[config.mk]
export PLATFORM = sky130hd
export DESIGN_NAME = rgb_to_hsv_convert
export DESIGN_NICKNAME = d
export VERILOG_FILES = /design/src/rtl/rgbhsv_pkg.sv /design/src/rtl/rgbhsv_prep.sv /design/src/rtl/rgbhsv_div_cell.sv /design/src/rtl/rgb_to_hsv_convert.sv
export SDC_FILE = /design/constraint.sdc
export NUM_CORES = 1
export LEC_CHECK = 0
export BUFFER_PORTS_ARGS = -buffer_cell sky130_fd_sc_hd__buf_2
export CELL_PAD_IN_SITES_DETAIL_PLACEMENT = 0
export CELL_PAD_IN_SITES_GLOBAL_PLACEMENT = 1
export CORE_MARGIN = 2
export CORE_UTILIZATION = 34
export CTS_BUF_LIST = sky130_fd_sc_hd__clkbuf_4 sky130_fd_sc_hd__clkbuf_8
export CTS_CLUSTER_DIAMETER = 100
export DETAILED_ROUTE_END_ITERATION = 12
export PLACE_DENSITY = 0.58
export SYNTH_ARGS = -nofsm -noshare
export SYNTH_HDL_FRONTEND = slang
export SYNTH_SLANG_ARGS = --single-unit
[constraint.sdc]
create_clock -name clk -period 7.2 [get_ports clk]
set_clock_uncertainty 0.05 [all_clocks]
set_input_delay 1.8 -clock clk [delete_from_list [all_inputs] [get_ports clk]]
set_output_delay 1.8 -clock clk [all_outputs]
set_load 0.01 [all_outputs]
[src/rtl/rgbhsv_pkg.sv]
// Package for the RGB to HSV converter: widths, constants and the item record
// that travels down the divider cell chain. Used by every module in rtl/.
`default_nettype none

package rgbhsv_pkg;

	localparam int unsigned ChanW   = 8;
	localparam int unsigned HueW    = 9;
	localparam int unsigned RemW    = 17;
	// One cell per quotient bit; the hue quotient is the wider of the two.
	localparam int unsigned NumCells = HueW;
	localparam logic [HueW-1:0] HueMax = 9'd359;

	typedef struct packed {
		logic              gray;
		logic [ChanW-1:0]  value;
		logic [RemW-1:0]   hue_rem;
		logic [ChanW-1:0]  hue_div;
		logic [HueW-1:0]   hue_quo;
		logic [RemW-1:0]   sat_rem;
		logic [ChanW-1:0]  sat_div;
		logic [HueW-1:0]   sat_quo;
	} item_t;

endpackage

`default_nettype wire

[src/rtl/rgbhsv_prep.sv]
// Front stage of the converter: max, min, delta and the two division numerators.
// Depends on rgbhsv_pkg.
`default_nettype none

module rgbhsv_prep (
	input  wire logic                         clk,
	input  wire logic                         arst_n,
	input  wire logic                         in_vld,
	input  wire logic [rgbhsv_pkg::ChanW-1:0] red,
	input  wire logic [rgbhsv_pkg::ChanW-1:0] green,
	input  wire logic [rgbhsv_pkg::ChanW-1:0] blue,
	output logic                              vld_s1,
	output rgbhsv_pkg::item_t                 item_s1
);

	logic [rgbhsv_pkg::ChanW-1:0] mx, mn, delta;
	logic [rgbhsv_pkg::RemW-1:0]  dlt_w, hue_num;
	rgbhsv_pkg::item_t            item_d;

	always_comb begin
		mx = (red > green) ? red : green;
		if (blue > mx) begin
			mx = blue;
		end
		mn = (red < green) ? red : green;
		if (blue < mn) begin
			mn = blue;
		end
		delta = mx - mn;
		dlt_w = rgbhsv_pkg::RemW'(delta);

		// Hue numerator over delta, always nonnegative, tested red, green, blue.
		if (red == mx) begin
			if (green >= blue) begin
				hue_num = 17'd60 * rgbhsv_pkg::RemW'(green - blue);
			end else begin
				hue_num = 17'd360 * dlt_w - 17'd60 * rgbhsv_pkg::RemW'(blue - green);
			end
		end else if (green == mx) begin
			if (blue >= red) begin
				hue_num = 17'd120 * dlt_w + 17'd60 * rgbhsv_pkg::RemW'(blue - red);
			end else begin
				hue_num = 17'd120 * dlt_w - 17'd60 * rgbhsv_pkg::RemW'(red - blue);
			end
		end else begin
			if (red >= green) begin
				hue_num = 17'd240 * dlt_w + 17'd60 * rgbhsv_pkg::RemW'(red - green);
			end else begin
				hue_num = 17'd240 * dlt_w - 17'd60 * rgbhsv_pkg::RemW'(green - red);
			end
		end

		item_d.gray    = (delta == '0);
		item_d.value   = mx;
		item_d.hue_rem = hue_num;
		item_d.hue_div = delta;
		item_d.hue_quo = '0;
		// 255 * delta as a shift and subtract.
		item_d.sat_rem = {1'b0, delta, 8'b0} - dlt_w;
		item_d.sat_div = mx;
		item_d.sat_quo = '0;
	end

	always_ff @(posedge clk or negedge arst_n) begin
		if (!arst_n) begin
			vld_s1 <= 1'b0;
		end else begin
			vld_s1 <= in_vld;
		end
	end

	always_ff @(posedge clk) begin
		item_s1 <= item_d;
	end

endmodule

`default_nettype wire

[src/rtl/rgbhsv_div_cell.sv]
// One cell of the divider chain: settles one quotient bit of both the hue and
// the saturation division and hands the item on. Depends on rgbhsv_pkg.
`default_nettype none

module rgbhsv_div_cell #(
	parameter int unsigned BIT = 0
) (
	input  wire logic              clk,
	input  wire logic              arst_n,
	input  wire logic              vld_in,
	input  wire rgbhsv_pkg::item_t item_in,
	output logic                   vld_q,
	output rgbhsv_pkg::item_t      item_q
);

	logic [rgbhsv_pkg::RemW-1:0] hue_trial, sat_trial;
	rgbhsv_pkg::item_t           item_d;

	always_comb begin
		item_d    = item_in;
		hue_trial = rgbhsv_pkg::RemW'(item_in.hue_div) << BIT;
		sat_trial = rgbhsv_pkg::RemW'(item_in.sat_div) << BIT;
		if (item_in.hue_rem >= hue_trial) begin
			item_d.hue_rem      = item_in.hue_rem - hue_trial;
			item_d.hue_quo[BIT] = 1'b1;
		end
		if (item_in.sat_rem >= sat_trial) begin
			item_d.sat_rem      = item_in.sat_rem - sat_trial;
			item_d.sat_quo[BIT] = 1'b1;
		end
	end

	always_ff @(posedge clk or negedge arst_n) begin
		if (!arst_n) begin
			vld_q <= 1'b0;
		end else begin
			vld_q <= vld_in;
		end
	end

	always_ff @(posedge clk) begin
		item_q <= item_d;
	end

endmodule

`default_nettype wire

[src/rtl/rgb_to_hsv_convert.sv]
// RGB to HSV converter, one pixel item per clock, never busy.
// From start to the done strobe an item passes one front stage,
// then nine divider cells, one quotient bit per cell.
// Throughput: one item every cycle; the nine-cell divider chain sets the depth.
// Reset clears the valid bits of all stages; no result follows until fed.
// The receiver cannot stall: each result shows for one cycle with done high.
`default_nettype none

module rgb_to_hsv_convert (
	input  wire logic                         clk,
	input  wire logic                         arst_n,
	input  wire logic                         start,
	output logic                              busy,
	input  wire logic [rgbhsv_pkg::ChanW-1:0] red,
	input  wire logic [rgbhsv_pkg::ChanW-1:0] green,
	input  wire logic [rgbhsv_pkg::ChanW-1:0] blue,
	output logic                              done,
	output logic [rgbhsv_pkg::HueW-1:0]       hue,
	output logic [rgbhsv_pkg::ChanW-1:0]      saturation,
	output logic [rgbhsv_pkg::ChanW-1:0]      value
);

	logic              vld_chain  [rgbhsv_pkg::NumCells+1];
	rgbhsv_pkg::item_t item_chain [rgbhsv_pkg::NumCells+1];
	rgbhsv_pkg::item_t last;

	assign busy = 1'b0;

	rgbhsv_prep u_prep (
		.clk     (clk),
		.arst_n  (arst_n),
		.in_vld  (start),
		.red     (red),
		.green   (green),
		.blue    (blue),
		.vld_s1  (vld_chain[0]),
		.item_s1 (item_chain[0])
	);

	// Cell k settles quotient bit (NumCells-1-k), most significant first.
	for (genvar k = 0; k < rgbhsv_pkg::NumCells; k++) begin : g_cell
		rgbhsv_div_cell #(
			.BIT(rgbhsv_pkg::NumCells - 1 - k)
		) u_cell (
			.clk     (clk),
			.arst_n  (arst_n),
			.vld_in  (vld_chain[k]),
			.item_in (item_chain[k]),
			.vld_q   (vld_chain[k+1]),
			.item_q  (item_chain[k+1])
		);
	end

	assign last  = item_chain[rgbhsv_pkg::NumCells];
	assign done  = vld_chain[rgbhsv_pkg::NumCells];
	assign value = last.value;

	// A gray item divides its hue by zero in the chain; its quotients are discarded.
	always_comb begin
		if (last.gray) begin
			hue        = '0;
			saturation = '0;
		end else begin
			hue        = (last.hue_quo > rgbhsv_pkg::HueMax) ? rgbhsv_pkg::HueMax
				: last.hue_quo;
			saturation = last.sat_quo[rgbhsv_pkg::ChanW-1:0];
		end
	end

endmodule

`default_nettype wire
==> flow_summary.yaml <==
yosys:
  synth_top_area_cell: "sky130_fd_sc_hd__dfxtp_1"
  synthesis.nets: 4084
  gate_count_after_technology_mapping: 3533
  synthesis.yosys.warnings: 0
  synth_enable_flop_cells: 0
  synth.lib_cells_used.distinct: 83
  netlist_top_cells_area: "sky130_fd_sc_hd__dfxtp_1 (32%), sky130_fd_sc_hd__ha_1 (15%), sky130_fd_sc_hd__fa_1 (8.1%)"
  synthesis.area_per_instance_sq_um: 9.225
  synth-seq-cells: 533
  postSynth.topFlopCell: "sky130_fd_sc_hd__dfxtp_1"
  yosys.area.top_type_share_pct: 32.13
  synth-async-reset-ratio_pct: 1.876
  yosysSeqAreaShare_pct: 32.89
  syn_area_sq_um: 32590
global_routing:
  grt_max_degree: 28
  number_of_antenna_violations_at_the_first_check_in_global_routing: 3
  global_route.usage.total_pct: 16.91
  grt_first_pass_wirelength_microns: 132200
  grt-ovfl-total: 0
  grt_pass1_vias: 25550
route:
  number_of_vias_per_cell: 4.518
  routedWlPerCell_microns: 15.10
  ant_nets: 0
  detail_route.first_pass.iterations: 5
  drt_total_wl_microns: 83270
  detail_route.iter0.violations: 882
  vias: 24920
  drcViolationCount: 0
layout:
  area_of_combinational_cells_with_multiple_inputs_sq_um: 21130
  layout-drive-gt1-share_pct: 23.79
  area_delta_synth_final_pct: 28.52
  layout.nets: 4736
  final_core_utilization_pct: 44.09
  commonest_non_fill_non_tap_cell_in_the_layout: "sky130_fd_sc_hd__buf_4"
  most_frequent_cells_in_the_layout: "sky130_fd_sc_hd__buf_4 (551), sky130_fd_sc_hd__dfxtp_1 (523), sky130_fd_sc_hd__inv_1 (472), sky130_fd_sc_hd__ha_1 (353), sky130_fd_sc_hd__a21oi_1 (228)"
  instances_no_fill: 5516
  seq_area_sq_um: 10720
  fillerInstances: 9418
worst_setup_path:
  crit-reg2reg-capture: "g_cell[2].u_cell.item_q[33]$_DFF_P_"
  r2r_cells: 14
  worst_path_dominant_cell_family: "adder cells"
  cp_max_fo: 5
  startpoint_to_endpoint_class_of_the_critical_path: "in -> reg"
  worst-r2r-setup-slack_ps: 3420
  crit_path_max_incr_delay_ps: 480
  cp_data_arrival_time_ps: 9920
  worst_r2r_startpoint: "g_cell[1].u_cell.item_q[69]$_DFF_P_"
  critical_path.startpoint_type: "input pin"
  data_required_time_at_the_worst_endpoint_ps: 7710
  worstSetupEndpointType: "flip-flop"
  bufs_and_invs_on_worst_path: 10
  timing.critical_path.slowest_stage_cell: "sky130_fd_sc_hd__or4bb_1"
sta:
  finalCritPeriodShare_pct: 130.7
  post-route-worst-setup-slack_ps: -2212
  max_slew.worst_pin.slew_ps: 1095
  timing.final.max_slew_violations: 0
  max_freq_ghz: 0.1062
  final_setup_violating_endpoints: 12
  grt_setup_unrepaired: "yes"
  hold_slack_ps: 266.2
  hold_viol_final: 0
  slew-limit-headroom_pct: 26.87
  finalCriticalPeriod_ps: 9412
hold_path:
  hold_path_class: "reg -> reg"
  min_path_cells: 0
  hold_path.startpoint: "g_cell[2].u_cell.item_q[7]$_DFF_P_"
  worstHoldEndpoint: "g_cell[3].u_cell.item_q[7]$_DFF_P_"
cts:
  cts_tree: "built"
  cts.sinks: 533
  number_of_buffers_inserted_during_clock_tree_synthesis: 85
  clock_tree.root_cell: "sky130_fd_sc_hd__clkbuf_8"
  worst_setup_hold_path_clk_slew_ps: 60
  ctsHoldBuffers: 0
  clock_insertion_delay_worst_skew_ps: 650
  cts_max_path_buffers: 3
  number_of_h_tree_levels: 3
place:
  gp_congestion: 0.8951
  dp_hpwl_microns: 70070
  count_of_buffers_inserted_at_the_top_level_ports: 52
  placed_cells: 5331
floorplanning:
  dieHeight_microns: 313.6
  boundary_pin_count: 54
  placement_rows: 113
  fp.dieArea_sq_um: 98350
  initial_core_util_pct: 34.30
  coreArea_sq_um: 95010
  dieWidth_microns: 313.6
flow_run:
  maxCapViolations: 0
run_status:
  status: "finished, violations left"
  violated_checks: "setup timing"
Yosys cell counts, types with 83 or more instances:
| cell type | count |
|---|---|
| sky130_fd_sc_hd__inv_1 | 489 |
| sky130_fd_sc_hd__nor2_1 | 217 |
| sky130_fd_sc_hd__a21oi_1 | 262 |
| sky130_fd_sc_hd__dfxtp_1 | 523 |
| sky130_fd_sc_hd__fa_1 | 132 |
| sky130_fd_sc_hd__nand2_1 | 162 |
| sky130_fd_sc_hd__nor3_1 | 83 |
| sky130_fd_sc_hd__xor2_1 | 106 |
| sky130_fd_sc_hd__ha_1 | 392 |
| sky130_fd_sc_hd__xnor2_1 | 224 |
| sky130_fd_sc_hd__o21ai_0 | 164 |
| sky130_fd_sc_hd__a21o_1 | 97 |
what timing repair did:
action                                  4_1_cts  5_1_grt
gates cloned                                  1        0
gates resized for setup                      81      162
pin swaps                                    34       82
endpoints found under the setup margin       12       16
hold endpoints to repair                      0        0
buffers inserted                             17       20
registers in the layout, summed over array words and instances, names as in the netlist:
register and flops:
g_cell.u_cell.item_q 475, g_cell.u_cell.vld_q 9, u_prep.item_s1 48, u_prep.vld_s1 1
stage by stage:
| step | setup slack (ps) | cell area (sq um) | setup TNS (ps) |
|---|---|---|---|
| global placement | -3061 | 38580 | -33940 |
| detailed placement | -3248 | 38580 | -35580 |
| finish | -2212 | 41890 | -18870 |
| global route | -2584 | 41890 | -22620 |
| CTS | -2099 | 40930 | -19480 |
| floorplan | -3009 | 32960 | -25340 |
layout make-up:
cell class                      count  share of cell area, %
Antenna cell                        1               0.005974
Inverter                          491                  4.457
Clock inverter                     18                 0.5287
Clock buffer                      134                  4.015
Multi-Input combinational cell   2449                  50.43
Timing Repair Buffer              625                  11.19
Tap cell                         1265                  3.779
Sequential cell                   533                  25.59
routing by layer:
layer	GRT usage [%]	vias up	routed length (microns)
met1	20.00	11310	36510
li1	-	13200	-
met5	0	-	0
met4	5.241	0	2220
met3	1.577	112	2002
met2	31.94	298	42540
kinds of logic after synthesis:
family                   Yosys count  synth area share, %
multiplexers                      64                2.008
other                              1              0.01151
flip-flops                       533                32.89
adder cells (fa/ha/maj)          525                23.19
buffers and inverters            551                6.553
AND/OR/NAND/NOR                  770                11.82
XOR/XNOR                         333                9.018
AO/OA/AOI/OAI                    756                14.50
how the worst max path moves through the flow:
stage | cells past startpoint | startpoint | slack, ps | endpoint
2_1_floorplan | 44 | green[3] | -3010 | u_prep.item_s1[66]$_DFF_P_
5_1_grt | 45 | red[1] | -2580 | u_prep.item_s1[67]$_DFF_P_
3_5_place_dp | 47 | red[1] | -3250 | u_prep.item_s1[67]$_DFF_P_
4_1_cts | 45 | red[6] | -2100 | u_prep.item_s1[66]$_DFF_P_
3_3_place_gp | 45 | red[6] | -3060 | u_prep.item_s1[66]$_DFF_P_
6_report | 45 | red[6] | -2210 | u_prep.item_s1[66]$_DFF_P_
Power is left out: the tool's default activity adds up to more than one toggle a clock period on the data nets, which glitch-free logic cannot reach.
